[src/hdl/ple_pkg.sv]
// Shared types and constants for the positional list engine.
package ple_pkg;

	localparam int unsigned FUNC_W = 3;
	localparam int unsigned POS_W  = 7;

	typedef enum logic [FUNC_W-1:0] {
		OP_INSERT   = 3'd0,
		OP_REMOVE   = 3'd1,
		OP_REPLACE  = 3'd2,
		OP_RETRIEVE = 3'd3,
		OP_CLEAR    = 3'd4
	} func_t;

	typedef enum logic [1:0] {
		ST_OK        = 2'd0,
		ST_OVERFLOW  = 2'd1,
		ST_UNDERFLOW = 2'd2,
		ST_RANGE     = 2'd3
	} status_t;

	// per-cycle command broadcast to every cell, already gated by success
	typedef struct packed {
		logic ins;
		logic rem;
		logic wr;
	} cell_cmd_t;

endpackage

[src/hdl/ple_cell.sv]
// One list slot: holds an entry and shifts with its neighbors.
module ple_cell #(
	parameter int unsigned DATA_WIDTH = 32,
	parameter int unsigned IDX        = 0
) (
	input  logic                      clk,
	input  ple_pkg::cell_cmd_t        cmd,
	input  logic [ple_pkg::POS_W-1:0] pos,
	input  logic [DATA_WIDTH-1:0]     value,
	input  logic [DATA_WIDTH-1:0]     left,
	input  logic [DATA_WIDTH-1:0]     right,
	output logic [DATA_WIDTH-1:0]     slot,
	output logic [DATA_WIDTH-1:0]     rd
);
	import ple_pkg::*;

	localparam logic [31:0] IDX_U = 32'(IDX);

	logic [DATA_WIDTH-1:0] slot_q;
	logic [31:0]           pos_u;
	logic                  at;
	logic                  above;

	assign pos_u = 32'(pos);
	assign at    = (pos_u == IDX_U);
	assign above = (pos_u < IDX_U);

	always_ff @(posedge clk) begin
		if (cmd.ins && (at || above)) begin
			slot_q <= at ? value : left;
		end else if (cmd.rem && (at || above)) begin
			slot_q <= right;
		end else if (cmd.wr && at) begin
			slot_q <= value;
		end
	end

	assign slot = slot_q;
	assign rd   = at ? slot_q : '0;

endmodule

[config.mk]
export PLATFORM = sky130hd
export DESIGN_NAME = ple_cell
export DESIGN_NICKNAME = d
export VERILOG_FILES = /design/src/hdl/ple_pkg.sv /design/src/hdl/ple_cell.sv
export SDC_FILE = /design/constraint.sdc
export NUM_CORES = 1
export LEC_CHECK = 0
export ABC_AREA = 1
export BUFFER_PORTS_ARGS = -buffer_cell sky130_fd_sc_hd__clkbuf_2
export CAP_MARGIN = 20
export CORE_MARGIN = 8
export CORE_UTILIZATION = 37
export CTS_CLUSTER_DIAMETER = 120
export DETAILED_ROUTE_END_ITERATION = 12
export GPL_TIMING_DRIVEN = 0
export PLACE_DENSITY = 0.81
export SLEW_MARGIN = 20
export SYNTH_ARGS = -nofsm -noshare
export SYNTH_HDL_FRONTEND = slang
export SYNTH_SLANG_ARGS = --single-unit
[constraint.sdc]
create_clock -name clk -period 2.5 [get_ports clk]
set_input_delay 0 -clock clk [delete_from_list [all_inputs] [get_ports clk]]
set_output_delay 0 -clock clk [all_outputs]
set_load 0.005 [all_outputs]
# Word level (Yosys, flattened, before mapping)
# Cells that the tools add are included.
dict set report word_totals {
  regBits 32
  inputBits 107
  out_inout_bits 64
  word_cells 13
}
dict set report classes {
  order_cmp 1
  mux 5
  n_reduce_logical 6
}
# operator count
set ops {}
lappend ops {{$mux 32} 5}
lappend ops {{$logic_not 32->1} 1}
lappend ops {{$lt 7x1->1 const B} 1}
lappend ops {{$logic_and 1x1->1} 3}
lappend ops {{$reduce_bool 3->1} 1}
lappend ops {{$logic_or 1x1->1} 1}

# Logic depth before layout (Yosys ltp)
dict set report depth {
  ltp_word 5
  mapped_depth 7
}

# Least setup slack after synthesis
# No wires, ideal clock.
dict set report synth_timing {
  path_type {input -> register}
  from {input port pos[6] (netlist bit)}
  to {register slot_q[0] (netlist: slot[0]) (enable)}
  t_arrival_ps 1779
  t_required_ps 2079
  slack_ps 300
  path_stages 5
  path_cell_list {nor2_1 -> nand2_1 -> nor2_4 -> inv_2 -> nor2_1}
}
dict set report synth_between {
  elab_chain_cells 4
  word_cells_on_any_way 7
  classes_between {order compare: 1; reduce/logical: 6}
}
# element line
set synth_lines {}
lappend synth_lines {{from (decl)} ple_cell.sv:8} ;# input logic [ple_pkg::POS_W-1:0] pos,
lappend synth_lines {{$lt 7x1->1 / $logic_not 32->1 (equally long branches)} {ple_cell.sv:26, ple_cell.sv:25}}
lappend synth_lines {{$logic_or 1x1->1} {ple_cell.sv:29, ple_cell.sv:31}}
lappend synth_lines {{$logic_and 1x1->1 (on tied branches)} {ple_cell.sv:29, ple_cell.sv:31}}
lappend synth_lines {{$reduce_bool 3->1 (no line) (*)} n/a}
lappend synth_lines {{to (signal assigned)} ple_cell.sv:30} ;# slot_q <= at ? value : left;
lappend synth_lines {{to (signal assigned)} ple_cell.sv:32} ;# slot_q <= right;
lappend synth_lines {{to (signal assigned)} ple_cell.sv:34} ;# slot_q <= value;
lappend synth_lines {{to (decl)} ple_cell.sv:19} ;# logic [DATA_WIDTH-1:0] slot_q;
# Every way passes the cells marked *; elsewhere a longest branch is shown, timed or not.
# A chain may end at the register's enable or synchronous reset.

# Worst setup path in the final report
dict set report layout_timing {
  from {input port pos[6] (netlist bit)}
  to {register slot_q[18] (netlist: slot[18]) (enable)}
}
# Same word-level chain as after synthesis.

==> flow_summary.toml <==
[outcome]
outcome = "complete, no violations"

[timing]
relSlewSlack_pct = 65.9
fin_crit_sh_pct = 51.7
holdWs_ns = 0.00894
finalSetupViolCount = 0
fmax_mhz = 773
rsz0062_at_grt = "false"
worstMarginPinSlew_ns = 0.511
hold_viol_final = 0
drv_slew = 0
min_period_ns = 1.29

[power_and_ir_drop]
leakagePower_nw = 1.64
total_power_w = 0.00111
cellPowerDensity_mw_per_mm2 = 387
ir_worst_vdd_uv = 243

[synth]
syn_area_mm2 = 0.00179
netlist_instances = 226
synth.distinct_cells = 11
syn_nets = 333
synth-seq-cells = 32
synth_area_per_cell_um2 = 7.92
synth_warnings = 0
seq_area_frac_synth_pct = 53.7

[floorplan]
core_mm2 = 0.00469
fp.dieArea_mm2 = 0.00732
die_w_um = 85.5
die_h_um = 85.5
std_cell_rows = 25
start_util_pct = 38.1
boundaryPins = 171

[routing]
first_iter_violations = 69
wirelength_um = 6460
wire_per_inst_um = 14.5
via_count = 2035
vias_per_cell = 4.55
drcViolationCount = 0
ant_nets = 0
dr.pass1.iters = 4

[cells_and_area]
largest_reg_flops = 32
layout.nets = 500
antenna_cells = 0
fin_util_pct = 61.2
drive_above_1_share_pct = 41.2
syn_to_final_growth_pct = 60.4

[clock_network]
root_buffer = "clkbuf_8"
post-cts-setup-buffers = 0
clkTransAtPathRegs_ns = 0.06
cts_resized = 0
htreeDepth = 2
cts_tree = "yes"
clock_sinks = 32
numCtsBuffers = 5
cts_max_path_buffers = 2
ctsHoldBuffers = 21

[grt]
grt_pass1_wl_um = 10000
grt_max_degree = 19
grt_pass1_vias = 2046
grt-ovfl-total = 0
antenna_found_initial = 0
grt_usage_pct = 17.2

[worst_hold_path]
worstHoldPathType = "input pin to flip-flop"
min_to = "slot[0]"
hp-start = "value[0]"
whs_path_depth = 3

[placement]
place_congestion = 0.777
dpl.hpwl_um = 5020
io_buffers = 138

[critical_path]
worstSetupPathType = "input pin to flip-flop"
crit_path_start = "pos[6]"
cp_max_fo = 18
critPathLaunchType = "input pin"
endpoint_kind = "flip-flop"
required_ns = 2.49
cp.arrival_ns = 1.28

[job]
cap_violations = 0
synth_stat cells:
| master | instances | area (um^2) |
|---|---|---|
| nor3_1 | 1 | 5.00 |
| inv_2 | 2 | 7.51 |
| nand3_1 | 34 | 170 |
| buf_2 | 6 | 30.0 |
| nor2_4 | 2 | 22.5 |
| nor2_1 | 37 | 139 |
| inv_1 | 38 | 143 |
| nand2_1 | 68 | 255 |
| buf_6 | 3 | 33.8 |
| edfxtp_1 | 32 | 961 |
| buf_4 | 3 | 22.5 |
critical path, cell delays in order:
cell	delay, ns
clkbuf_2	0.09
nor2_1	0.10
nand2_1	0.10
nor2_4	0.20
inv_2	0.13
nor2_4	0.42
buf_16	0.22
power by group:
group	internal (W)	total, W	leakage (nW)	switching (W)
Sequential	0.000594	0.000595	0.288	0.00000167
Clock	0.000189	0.000374	0.0410	0.000185
Combinational	0.0000820	0.000141	1.31	0.0000587
kinds of logic (layout without fill, tap and decap cells):
logic type	count (synthesis)	count (layout)	share of synthesized area, %
buffers and inverters	52	219	13.2
DFF	32	32	53.7
and+or+nand+nor	142	142	33.1
cells in the final DEF (no fill, tap or decap):
cell type,instances
clkbuf_8,5
buf_2,6
nor3_1,1
dlygate4sd3_1,21
buf_16,1
clkbuf_1,1
buf_4,3
edfxtp_1,32
buf_6,3
inv_2,2
nand2_1,68
nor2_1,36
nor2_4,3
nand3_1,34
inv_1,38
clkinv_2,1
clkbuf_2,138
layout make-up:
type | count | area [um^2]
multi-input combinational | 142 | 599
inverter | 40 | 150
fill | 422 | 1820
clock buffer | 6 | 72.6
sequential | 32 | 961
tap | 54 | 67.6
clock inverter | 1 | 5.00
timing repair buffer | 160 | 928
buffer | 12 | 86.3
stage by stage:
| stage | area [um^2] | cells | setup TNS, ns | worst slack [ns] |
|---|---|---|---|---|
| final | 2870 | 447 | 0 | 1.21 |
| after global routing | 2870 | 447 | 0 | 1.07 |
| after CTS | 2870 | 447 | 0 | 1.17 |
| after detailed placement | 2580 | 419 | 0 | 0.894 |
| after global placement | 2550 | 418 | -14.02 | -0.439 |
| after floorplan | 1790 | 226 | 0 | 0.300 |
layer usage:
layer | wire (um) | up-vias | global-route usage, %
met4 | 61 | 0 | 4.62
met3 | 453 | 5 | 4.78
met5 | 0 | - | 0
met2 | 3530 | 92 | 32.5
met1 | 2420 | 909 | 17.9
li1 | - | 1029 | -
how the worst max path moves through the flow:
stage                     endpoint  slack (ns)  cells past startpoint
final                     slot[18]        1.21                      7
after floorplan            slot[0]        0.30                      5
after global routing      slot[18]        1.07                      7
after detailed placement  slot[17]        0.89                      7
after CTS                 slot[18]        1.17                      7
after global placement    slot[17]       -0.44                      6
Power figures use the tool's default switching activity.
