### src/hdl/ple_pkg.sv
// Shared types and constants for the positional list engine.
package ple_pkg;

	localparam int unsigned FUNC_W = 3;
	localparam int unsigned POS_W  = 7;

	typedef enum logic [FUNC_W-1:0] {
		OP_INSERT   = 3'd0,
		OP_REMOVE   = 3'd1,
		OP_REPLACE  = 3'd2,
		OP_RETRIEVE = 3'd3,
		OP_CLEAR    = 3'd4
	} func_t;

	typedef enum logic [1:0] {
		ST_OK        = 2'd0,
		ST_OVERFLOW  = 2'd1,
		ST_UNDERFLOW = 2'd2,
		ST_RANGE     = 2'd3
	} status_t;

	// per-cycle command broadcast to every cell, already gated by success
	typedef struct packed {
		logic ins;
		logic rem;
		logic wr;
	} cell_cmd_t;

endpackage

### src/hdl/ple_ctrl.sv
// Request decode, entry count and result registers.
module ple_ctrl #(
	parameter int unsigned CAPACITY   = 64,
	parameter int unsigned DATA_WIDTH = 32,
	parameter int unsigned CNT_W      = 7
) (
	input  logic                       clk,
	input  logic                       arst_n,
	input  logic                       accept,
	input  logic [ple_pkg::FUNC_W-1:0] func,
	input  logic [ple_pkg::POS_W-1:0]  position,
	input  logic [DATA_WIDTH-1:0]      rd_all,
	output ple_pkg::cell_cmd_t         cmd,
	output logic                       done,
	output logic [1:0]                 status,
	output logic [DATA_WIDTH-1:0]      data,
	output logic [CNT_W-1:0]           length,
	output logic                       is_full,
	output logic                       is_empty
);
	import ple_pkg::*;

	localparam int unsigned CW = (CNT_W > POS_W) ? CNT_W : POS_W;

	logic [CNT_W-1:0]      count_q;
	logic [CNT_W-1:0]      count_nxt;
	logic                  done_q;
	status_t               status_q;
	logic [DATA_WIDTH-1:0] data_q;
	status_t               st;
	cell_cmd_t             cmd_c;
	logic                  rd_en;
	logic                  full;
	logic                  empty;
	logic [CW-1:0]         pos_c;
	logic [CW-1:0]         cnt_c;

	assign full  = (count_q == CNT_W'(CAPACITY));
	assign empty = (count_q == '0);
	assign pos_c = CW'(position);
	assign cnt_c = CW'(count_q);

	always_comb begin
		st        = ST_OK;
		cmd_c     = '0;
		rd_en     = 1'b0;
		count_nxt = count_q;
		case (func_t'(func))
			OP_INSERT: begin
				if (full) begin
					st = ST_OVERFLOW;
				end else if (pos_c > cnt_c) begin
					st = ST_RANGE;
				end else begin
					cmd_c.ins = 1'b1;
					count_nxt = count_q + CNT_W'(1);
				end
			end
			OP_REMOVE: begin
				if (empty) begin
					st = ST_UNDERFLOW;
				end else if (pos_c >= cnt_c) begin
					st = ST_RANGE;
				end else begin
					cmd_c.rem = 1'b1;
					rd_en     = 1'b1;
					count_nxt = count_q - CNT_W'(1);
				end
			end
			OP_REPLACE: begin
				if (pos_c >= cnt_c) begin
					st = ST_RANGE;
				end else begin
					cmd_c.wr = 1'b1;
				end
			end
			OP_RETRIEVE: begin
				if (pos_c >= cnt_c) begin
					st = ST_RANGE;
				end else begin
					rd_en = 1'b1;
				end
			end
			OP_CLEAR: begin
				count_nxt = '0;
			end
			default: begin
				st = ST_RANGE;
			end
		endcase
	end

	assign cmd = accept ? cmd_c : '0;

	always_ff @(posedge clk or negedge arst_n) begin
		if (!arst_n) begin
			count_q <= '0;
			done_q  <= 1'b0;
		end else begin
			done_q <= accept;
			if (accept) begin
				count_q <= count_nxt;
			end
		end
	end

	always_ff @(posedge clk) begin
		if (accept) begin
			status_q <= st;
			data_q   <= rd_en ? rd_all : '0;
		end
	end

	assign done     = done_q;
	assign status   = status_q;
	assign data     = data_q;
	assign length   = count_q;
	assign is_full  = full;
	assign is_empty = empty;

endmodule

### config.mk
export PLATFORM = sky130hd
export DESIGN_NAME = ple_ctrl
export DESIGN_NICKNAME = d
export VERILOG_FILES = /design/src/hdl/ple_pkg.sv /design/src/hdl/ple_ctrl.sv
export SDC_FILE = /design/constraint.sdc
export NUM_CORES = 1
export LEC_CHECK = 0
export ABC_CLOCK_PERIOD_IN_PS = 2200
export CORE_ASPECT_RATIO = 1.75
export CORE_UTILIZATION = 56
export DETAILED_ROUTE_END_ITERATION = 16
export DONT_BUFFER_PORTS = 1
export PLACE_DENSITY = 0.74
export SLEW_MARGIN = 40
export SYNTH_ARGS = -nofsm -noshare
export SYNTH_HDL_FRONTEND = slang
export SYNTH_SLANG_ARGS = --single-unit
### constraint.sdc
create_clock -name clk -period 2.2 [get_ports clk]
set_input_delay 0.22 -clock clk [delete_from_list [all_inputs] [get_ports clk]]
set_output_delay 0.22 -clock clk [all_outputs]
set_load 0.01 [all_outputs]
; Word level (Yosys, flattened, before mapping)
; Index checks and enable logic that the tools add are counted.
[classes]
n_addsub = 2
magnitude_cmp = 2
n_eq_ne = 9
mux = 19
n_reduce_logical = 5
[ops]
columns = op, count
row1 = $mux W7, 4
row2 = $pmux W7 S3, 1
row3 = $mux W2, 4
row4 = $ne A2 B2 Y1 const B, 4
row5 = $pmux W2 S4, 1
row6 = $add A7 B1 Y7 const B, 1
row7 = $eq A7 B7 Y1 const B, 1
row8 = $ge A7 B7 Y1, 1
row9 = $gt A7 B7 Y1, 1
row10 = $logic_not A7 Y1, 1
row11 = $mux W1, 7
row12 = $sub A7 B1 Y7 const B, 1
row13 = $eq A3 B2 Y1 const B, 2
row14 = $reduce_and A6 Y1, 1
row15 = $eq A3 B1 Y1 const B, 1
row16 = $eq A3 B3 Y1 const B, 1
row17 = $logic_not A3 Y1, 1
row18 = $mux W3, 1
row19 = $reduce_bool A3 Y1, 1
row20 = $pmux W1 S2, 1
row21 = $reduce_or A2 Y1, 1
[totals]
regBits = 42
in_bits = 45
output_inout_bits = 47
word_cells = 41

; Logic depth before layout (Yosys ltp)
; Gate-level depths: netlist (run 1).
[depth]
word_depth = 5
depth_mapped = 9
depth_no_buf = 8

; Worst setup path before layout (run 1)
; No wires, ideal clock.
[synth_path]
path_type = flip-flop to flip-flop
startpoint = reg count_q[2] (netlist: length[2])
endpoint = reg data_q[0] (netlist: data[0]), data pin
setup_ns = 0.131
t_arrival_ns = 2.313
setup_slack_ns = -0.244
path_stages_with_launch = 9
synth_period_minus_slack_ns = 2.444
path_cell_list = dfrtp_1 -> inv_1 -> ha_1 -> a21oi_1 -> a31oi_1 -> nand2b_1 -> a2111oi_0 -> clkbuf_1 -> and2_1
[synth_between]
elab_chain_len = 4
elab_cells_between_ends = 5
cone_classes = 1 x order compare / 3 x mux / 1 x reduce/logical
[synth_lines]
columns = item, line
row1 = start: declaration, ple_ctrl.sv:25  ; logic [CNT_W-1:0] count_q;
row2 = start signal: assignment, ple_ctrl.sv:102  ; count_q <= count_nxt;
row3 = $ge A7 B7 Y1, "ple_ctrl.sv:62, ple_ctrl.sv:78"
row4 = $mux W1, "ple_ctrl.sv:62, ple_ctrl.sv:78"
row5 = $mux W1, ple_ctrl.sv:60  ; if (empty) begin
row6 = $pmux W1 S2 (*), ple_ctrl.sv:48  ; case (func_t'(func))
row7 = end signal: assignment, ple_ctrl.sv:110  ; data_q <= rd_en ? rd_all : '0;
row8 = end: declaration, ple_ctrl.sv:29  ; logic [DATA_WIDTH-1:0] data_q;
; Every way passes the cells marked *; elsewhere a longest branch is shown, timed or not.
; A chain may end at the register's enable or synchronous reset.

; Worst setup path in the final report (run 1)
[layout_path]
startpoint = reg count_q[4] (netlist: length[4])
endpoint = reg count_q[4] (netlist: length[4])
[layout_between]
elab_chain_len = 4
elab_cells_between_ends = 16
cone_classes = 2 x add/sub / 2 x order compare / 5 x eq/ne / 5 x mux / 2 x reduce/logical
[layout_lines]
columns = item, line
row1 = $sub A7 B1 Y7 / $add A7 B1 Y7 (equally long branches), "ple_ctrl.sv:67, ple_ctrl.sv:56"
row2 = "$mux W7, on equally long branches", "ple_ctrl.sv:62, ple_ctrl.sv:52"
row3 = "$mux W7, on equally long branches", "ple_ctrl.sv:60, ple_ctrl.sv:50"
row4 = $pmux W7 S3, ple_ctrl.sv:48
; Parallel ways exist; a longest one is shown, timed or not. The select of a mux whose other input is x is not followed.

==> results.yml, run 1 <==
outcome:
  run_status: "complete, no violations"
place:
  port_buffers: 0
  setup_slack_after_placement_ns: -0.05761
  post-dp-hpwl_um: 3848
  gp_routability_congestion: 0.8385
critical_path:
  critical_path.startpoint_type: "register"
  worstPathArrival_ns: 2.37
  worst_setup_path_end_kind: "register"
  worst-path-max-fanout: 5
  cp_data_required_time_ns: 2.38
  path_class: "register to register"
clock_network:
  tritoncts_num_sinks: 42
  numCtsBuffers: 5
  clk_path_buf_depth: 2
  cts_tree: "done"
  clock-root-buffer: "clkbuf_8"
  clk-insertion-delay-late_ns: 0.29
  htree_levels: 2
  clk_pin_slew_ns: 0.08
sta:
  final_max_slew_viol_count: 0
  finalSetupViolCount: 0
  fmax_ghz: 0.4563
  layout_setup_ws_ns: 0.008465
  timing.setup.tns_ns: 0
  max_slew_margin_pct: 73.91
  min_period_ns: 2.192
  timing_hold_violations_final: 0
  worst_max_slew_pin_slew_ns: 0.3901
  worst_clock_skew_ns: 0.006155
  grt_setup_unrepaired: "yes"
  final.period_utilization_pct: 99.62
logic_synthesis:
  postSynthRegisterBits: 42
  yosysWarnings: 0
  avgSynthCellArea_um2: 11.98
  syn-num-nets: 239
  synth.area.top_cells: "edfxtp_1, and2_1, dfrtp_1, ha_1, inv_1"
  synth.cell_area_mm2: 0.002168
  synth_ff_type: "edfxtp_1"
  yosys.area.top_type: "edfxtp_1"
  post_synth_inst_count: 181
  edff_count_synth: 34
  synth_async_sr_flop_share_pct: 19.05
  netlist-cell-type-count: 40
  synthDominantCellAreaShare_pct: 47.09
  ys_top_cells_by_count: "and2_1, edfxtp_1, ha_1, inv_1, dfrtp_1"
  ys_seq_area_share_pct: 56.32
power_and_ir_drop:
  totalPowerFinal_uw: 2777
  power_per_cell_area_mw_per_mm2: 1067
  p_leak_uw: 0.001072
  vdd.ir_drop.worst_mv: 0.8790
routing:
  drtPass1Iterations: 4
  drt-wirelength-per-cell_um: 20.32
  drc_errors: 0
  detailroute.via_count: 1542
  postRouteWirelength_um: 5059
  routed_via_density: 6.193
  ant_nets: 0
  first_iter_violations: 64
floorplan:
  core.rowCount: 29
  die_height_um: 84.32
  fp.dieW_um: 49.04
  top_level_ports: 92
  start_util_pct: 59.17
  design.die.area_mm2: 0.004135
  core_mm2: 0.003665
final_layout:
  drive_gt1_share_pct: 24.63
  number_of_nets_in_the_layout: 260
  synthToLayoutAreaGrowth_pct: 20.02
  antennaDiodeCount: 0
global_route:
  grt-ovfl-total: 0
  first_pass_grt_wire_length_um: 7638
  grt_antenna_before_repair: 0
  groute.usage.overall_pct: 25.14
  grt_max_degree: 38
  via_count_of_the_first_global_routing_pass: 1592
flow_run:
  drv_cap: 0
hold_path:
  hp-class: "primary input to register"
worst paths after layout:
kind	start	to	slack, ns	cells past startpoint
worst max register to register	length[4]	length[4]	0.008	7
min in group asynchronous	arst_n	length[2]	0.28	1
worst max-delay path	length[4]	length[4]	0.008	7
worst min-delay path	accept	data[19]	0.03	0
worst min register to register	length[2]	length[2]	0.58	2
max in group asynchronous	arst_n	length[1]	1.62	1
cell families after synthesis:
logic type                 count (synthesis)  share of synthesized area, %
DFF                                       42                         56.32
xor gates and xnor gates                   3                         1.212
muxes                                      6                         3.232
buffers and inverters                     19                         3.519
adders and majority gates                 13                         7.848
and+or+nand+nor                           65                         17.48
AOI/OAI and AO/OA                         33                         10.39
through the flow:
step	cell area [um2]	hold WS (ns)	cells	util, %
final	2603	0.03494	249	71.01
after CTS	2544	0.03466	248	69.41
after global placement	2409	-0.07539	238	65.72
after global routing	2603	0.02085	249	71.01
after floorplan	2230	-0.07559	181	-
after detailed placement	2409	-0.07536	238	65.72
flip-flops by register name, indices dropped and copies added (netlist names):
| name | cells |
|---|---|
| length | 7 |
| status | 2 |
| done | 1 |
| data | 32 |
power breakdown:
group          switching (uW)  internal, uW  total, uW
sequential               98.0           996       1090
clock                     256           338        594
combinational             596           492       1090
what timing repair did:
action,CTS,global route
resized for setup,1,11
pin swaps,0,5
endpoints found under the setup margin,5,42
endpoints found under the hold margin,9,0
hold buffers,2,0
buffers inserted,0,1
layout make-up:
type | count | area, um2
Clock buffer | 6 | 72.57
Inverter | 13 | 48.80
Tap cell | 46 | 57.56
Multi-Input combinational cell | 120 | 994.7
Sequential cell | 42 | 1224
Fill cell | 248 | 1062
Timing Repair Buffer | 20 | 167.7
Clock inverter | 2 | 37.54
cells in the final DEF (no fill, tap or decap), drive strengths merged, types with 3 or more instances in the layout:
master and count:
nor4 3, and2 34, mux2i 4, a21oi 7
nand2 6, a211oi 5, nor3 6, buf 18
edfxtp 34, nor2 5, o31ai 3, o21ai 5
ha 12, inv 13, a21o 4, dfrtp 8
clkbuf 6
metal layers:
layer / vias to the layer above / wire length, um / GRT usage, %
li1: 704 / - / -
met1: 735 / 1710 / 23.27
met2: 85 / 2801 / 46.84
met3: 18 / 341 / 7.609
met4: 0 / 206 / 14.44
met5: - / 0 / 0
worst max-delay path: stages (launching register included):
cell and delay [ns]:
dfrtp_1 0.44, inv_2 0.10, ha_4 0.21, a21oi_4 0.15
o21ai_1 0.09, o41a_1 0.40, or3_4 0.38, mux2_4 0.31
Power figures use the tool's default switching activity.
==> inputs of run 2 (changes only) <==
- ABC_AREA: unset -> 1
- CORE_UTILIZATION: 56 -> 57
- PLACE_DENSITY: 0.74 -> 0.75
==> results.yml, run 2 <==
outcome:
  run_status: "complete, no violations"
clock_network:
  clk_pin_slew_ns: 0.08
  post_cts_buffers: 0
  tritoncts_num_sinks: 42
  numCtsBuffers: 5
  cts_hold_repair.buffers: 2
  clk_path_buf_depth: 2
  htree_levels: 2
  cts.repair.resized: 0
  cts_tree: "done"
  clk-insertion-delay-late_ns: 0.29
  clock-root-buffer: "clkbuf_8"
final_layout:
  synthToLayoutAreaGrowth_pct: 8.047
  number_of_nets_in_the_layout: 332
  largest_register_ffs: 32
  final_common_cell: "inv_1"
  antennaDiodeCount: 0
  highest_count_cells_in_the_layout_ignoring_fill_and_taps: "inv_1, nand2_1, edfxtp_1, nor2_4, nor2_1"
  n_fill_cell: 347
  drive_gt1_share_pct: 21.45
floorplan:
  core_mm2: 0.004228
  fp.dieW_um: 52.56
  design.die.area_mm2: 0.004756
  top_level_ports: 92
  die_height_um: 90.48
  core.rowCount: 31
  start_util_pct: 60.31
critical_path:
  path_class: "register to primary output"
  worst_setup_path_end_kind: "primary output"
  reg2reg_depth: 8
  worst-path-max-fanout: 4
  rr_startpoint: "length[1]"
  cp_data_required_time_ns: 1.98
  regToRegEndpoint: "data[2]"
  critical_path.startpoint_type: "register"
  timing.reg2reg.setup_slack_ns: 0.21
  worstPathArrival_ns: 1.77
global_route:
  grt_antenna_before_repair: 0
  first_pass_grt_wire_length_um: 7065
  grt_max_degree: 40
  via_count_of_the_first_global_routing_pass: 1472
  groute.usage.overall_pct: 20.29
  grt-ovfl-total: 0
logic_synthesis:
  synth.cell_area_mm2: 0.002550
  netlist-cell-type-count: 27
  ys_seq_area_share_pct: 47.89
  syn-num-nets: 316
  yosysWarnings: 0
  edff_count_synth: 34
  post_synth_inst_count: 258
  ys_top_cells_by_count: "inv_1, nand2_1, edfxtp_1, nor2_4, nor2_1"
  yosys.area.top_type: "edfxtp_1"
  synth_async_sr_flop_share_pct: 19.05
  yosys.cell_count.top_type: "inv_1"
  avgSynthCellArea_um2: 9.884
  synth.area.top_cells: "edfxtp_1, nor2_4, inv_1, dfrtp_1, nand2_1"
  synthDominantCellAreaShare_pct: 40.04
  synth_ff_type: "edfxtp_1"
  postSynthRegisterBits: 42
place:
  port_buffers: 0
  gp_routability_congestion: 0.8089
  post-dp-hpwl_um: 3576
power_and_ir_drop:
  power_per_cell_area_mw_per_mm2: 946.0
  p_leak_uw: 0.001299
  vdd.ir_drop.worst_mv: 0.6399
routing:
  wl_met3_um: 245
  wl_met2_um: 2579
  highest_layer: "met4"
  drtPass1Iterations: 4
  detailroute.via_count: 1657
  drc_errors: 0
  ant_nets: 0
  drt-wirelength-per-cell_um: 13.81
  first_iter_violations: 30
  routed_via_density: 5.114
  wl_met1_um: 1565
  postRouteWirelength_um: 4475
sta:
  worst_clock_skew_ns: 0.003784
  worst_max_slew_pin_slew_ns: 0.4297
  max_slew_margin_pct: 71.25
  timing_hold_violations_final: 0
  holdWs_ns: 0.03520
  final_max_slew_viol_count: 0
  fmax_ghz: 0.5023
  timing.setup.tns_ns: 0
  min_period_ns: 1.991
  grt_setup_unrepaired: "no"
  finalSetupViolCount: 0
  final.period_utilization_pct: 90.49
hold_path:
  hp-class: "primary input to register"
  hold-path-endpoint: "data[7]"
  holdCritStartpoint: "accept"
  worst_hold_path.num_cells: 0
flow_run:
  drv_cap: 0
## run 2: cell count changes after synthesis, moves of 4 or more
cell,before,now
o21ai_0,5,1
a211oi_1,5,0
nand2_1,6,50
clkbuf_1,4,0
mux2i_1,4,0
nor3_1,6,2
and2_1,34,0
nand3_1,1,10
inv_1,12,55
nor2_1,5,22
nor2_4,0,30
## run 2: where the power goes
group          total [uW]  internal [uW]  switching (uW)
clock network         476            217             258
registers            1080            995            89.0
logic                1050            409             638
## run 2: how the worst max path moves through the flow
stage | startpoint | end | slack (ns) | depth (start not counted)
finish | length[1] | cmd[2] | 0.21 | 7
floorplan | length[6] | data[0] | 0.24 | 10
detailed placement | length[1] | data[2] | 0.20 | 8
CTS | length[1] | cmd[2] | 0.19 | 7
global route | length[6] | cmd[2] | 0.07 | 9
global placement | length[1] | data[27] | 0.24 | 8
## run 2: cell families (layout without fill, tap and decap cells)
kind of cell | after synthesis | after routing | synth area share (%)
DFF | 42 | 42 | 47.89
xor gates and xnor gates | 4 | 4 | 1.374
AOI/OAI and AO/OA | 13 | 13 | 3.337
adders and majority gates | 13 | 13 | 6.673
and+or+nand+nor | 125 | 125 | 29.54
buffers and inverters | 61 | 78 | 11.19
## run 2: stage by stage
| stage | instance area, um2 | power (uW) | utilization (%) | worst slack [ns] | std cells |
|---|---|---|---|---|---|
| final | 2755 | 2606 | 65.17 | 0.2092 | 324 |
| after floorplan | 2550 | 1917 | - | 0.2355 | 258 |
| after detailed placement | 2650 | 2158 | 62.68 | 0.2046 | 314 |
| after global placement | 2650 | 2124 | 62.68 | 0.2389 | 314 |
| after CTS | 2755 | 2635 | 65.17 | 0.1871 | 324 |
| after global routing | 2755 | 2810 | 65.17 | 0.06994 | 324 |
## run 2: metal layers
metal | vias up | global-route usage, %
li1 | 831 | -
met1 | 763 | 20.87
met2 | 58 | 36.39
met3 | 5 | 5.892
met4 | 0 | 7.895
met5 | - | 0
## run 2: worst max-delay path, stage by stage, from the launching register on
cell      delay [ns]
dfrtp_1         0.43
inv_1           0.06
ha_1            0.29
nand2_1         0.06
nand3b_2        0.26
nand2_1         0.10
nand2_1         0.07
nor2_1          0.22
## run 2: cell type report
type / instances / area, um2 / share of cell area (%)
tap: 49 / 61.31 / 2.225
clock buffer: 5 / 68.82 / 2.498
clock inverter: 3 / 16.27 / 0.5904
inverter: 57 / 214.0 / 7.766
multi-input combinational: 155 / 1046 / 37.97
sequential: 42 / 1221 / 44.32
timing repair buffer: 13 / 127.6 / 4.632
==> inputs of run 3 (changes only) <==
--- a/config.mk
+++ b/config.mk
@@ -10,4 +10,5 @@
 export CORE_ASPECT_RATIO = 1.75
 export CORE_UTILIZATION = 57
+export CTS_CLUSTER_DIAMETER = 60
 export DETAILED_ROUTE_END_ITERATION = 16
 export DONT_BUFFER_PORTS = 1
==> constraint.sdc (replaced) <==
create_clock -name clk -period 2.2 [get_ports clk]
set_input_delay 0.44 -clock clk [delete_from_list [all_inputs] [get_ports clk]]
set_output_delay 0.44 -clock clk [all_outputs]
set_load 0.01 [all_outputs]
==> results.yml, run 3 (same netlist as run 2, synthesis figures left out) <==
outcome:
  run_status: "complete, no violations"
routing:
  drt-wirelength-per-cell_um: 14.95
  drc_errors: 0
  drtPass1Iterations: 4
  ant_nets: 0
  routed_via_density: 5.180
  postRouteWirelength_um: 4902
  first_iter_violations: 36
  detailroute.via_count: 1699
place:
  port_buffers: 0
  setup_slack_after_placement_ns: 0.1092
  dp.cells: 314
  post-dp-hpwl_um: 3587
  gp_routability_congestion: 0.8447
hold_path:
  hp-class: "primary input to register"
  holdCritStartpoint: "accept"
  hold-path-endpoint: "done"
  worst_hold_path.num_cells: 0
sta:
  holdWs_ns: 0.1809
  min_period_ns: 2.187
  grt_setup_unrepaired: "yes"
  worst_clock_skew_ns: 0.007862
  fmax_ghz: 0.4573
  finalSetupViolCount: 0
  layout_setup_ws_ns: 0.01307
  worst_max_slew_pin_slew_ns: 0.4785
  timing_hold_violations_final: 0
  final_max_slew_viol_count: 0
  max_slew_margin_pct: 67.98
  final.period_utilization_pct: 99.41
  timing.setup.tns_ns: 0
clock_network:
  numCtsBuffers: 5
  htree_levels: 2
  clock-root-buffer: "clkbuf_8"
  clk_path_buf_depth: 2
  clk_pin_slew_ns: 0.08
  tritoncts_num_sinks: 42
  clk-insertion-delay-late_ns: 0.29
  cts_tree: "done"
floorplan:
  design.die.area_mm2: 0.004756
  core.rowCount: 31
  fp.dieW_um: 52.56
  top_level_ports: 92
  die_height_um: 90.48
  start_util_pct: 60.31
  core_mm2: 0.004228
final_layout:
  number_of_nets_in_the_layout: 336
  highest_count_cells_in_the_layout_ignoring_fill_and_taps: "inv_1, nand2_1, edfxtp_1, nor2_4, nor2_1"
  final_common_cell: "inv_1"
  drive_gt1_share_pct: 29.75
  instances_no_fill: 328
  final_util_pct: 69.31
  largest_register_ffs: 32
  synthToLayoutAreaGrowth_pct: 14.92
  antennaDiodeCount: 0
power_and_ir_drop:
  p_leak_uw: 0.001363
  power_per_cell_area_mw_per_mm2: 1049
  vdd.ir_drop.worst_mv: 0.7329
critical_path:
  worstPathCellList: "inv_1, ha_1, nand2_4, inv_2, a21oi_4, nand3_4, nor3_4, buf_6"
  critical_path.max_stage_delay_ns: 0.36
  cp_data_required_time_ns: 1.76
  worstPathArrival_ns: 1.75
  worst-path-max-fanout: 4
  critical_path.slowest_cell: "dfrtp_1"
  timing.reg2reg.setup_slack_ns: 0.06
  regToRegEndpoint: "data[26]"
  rr_startpoint: "length[5]"
  critical_path.startpoint_type: "register"
  path_class: "register to primary output"
  reg2reg_depth: 11
  worst_setup_path_end_kind: "primary output"
global_route:
  first_pass_grt_wire_length_um: 7486
  groute.usage.overall_pct: 21.68
  grt-ovfl-total: 0
  via_count_of_the_first_global_routing_pass: 1600
  grt_max_degree: 40
  grt_antenna_before_repair: 0
flow_run:
  drv_cap: 0
[run 3: cell count changes in the layout (fill, tap and decap cells not counted), sizes merged]
cell | before | now
buf | 11 | 16
bufinv | 0 | 2
clkinv | 2 | 1
clkinvlp | 1 | 0
dlygate4sd3 | 2 | 1
[run 3: worst max-delay path by stage]
stage,slack [ns],from,endpoint
after floorplan,0.24,length[6],data[0]
after global placement,0.16,func[2],length[6]
after detailed placement,0.11,func[2],length[3]
after CTS,-0.005,length[6],cmd[2]
after global routing,-0.05,length[2],cmd[0]
final,0.01,length[5],cmd[0]
[run 3: power breakdown]
group          total (uW)  switching, uW  internal [uW]  leakage (uW)
combinational        1270            745            520      0.000845
sequential           1090           94.7            995      0.000450
clock                 720            265            455     0.0000683
total                3070           1110           1970       0.00136
[run 3: what timing repair did]
| item | CTS | global route |
|---|---|---|
| resized for setup | 3 | 20 |
| hold buffers | 1 | 0 |
| hold endpoints to repair | 8 | 0 |
| buffers inserted | 0 | 5 |
| endpoints found under the setup margin | 2 | 3 |
| pin swaps | 0 | 5 |
[run 3: metrics by stage]
step | cell area (um2) | power (uW)
finish | 2930 | 3075
global route | 2930 | 3268
CTS | 2798 | 2895
detailed placement | 2638 | 2162
global placement | 2638 | 2133
floorplan | 2550 | 1917
[run 3: critical path: cells and delay by family (launching register included)]
family / cells / cell delay, ns
AOI/OAI and AO/OA: 1 / 0.17
buffers and inverters: 3 / 0.22
and+or+nand+nor: 3 / 0.40
adders and majority gates: 1 / 0.31
DFF: 1 / 0.36
[run 3: layer usage]
layer	vias up	global-route usage, %	wire [um]
li1	840	-	-
met1	790	21.69	1658
met2	61	37.76	2838
met3	8	6.566	255
met4	0	11.62	149
met5	-	0	0
[run 3: cell type report]
class / instances / area (um2)
sequential: 42 / 1221
clock inverter: 3 / 68.82
tap: 49 / 61.31
fill: 312 / 1297
clock buffer: 5 / 68.82
inverter: 57 / 214.0
multi-input combinational: 155 / 1150
timing repair buffer: 17 / 146.4
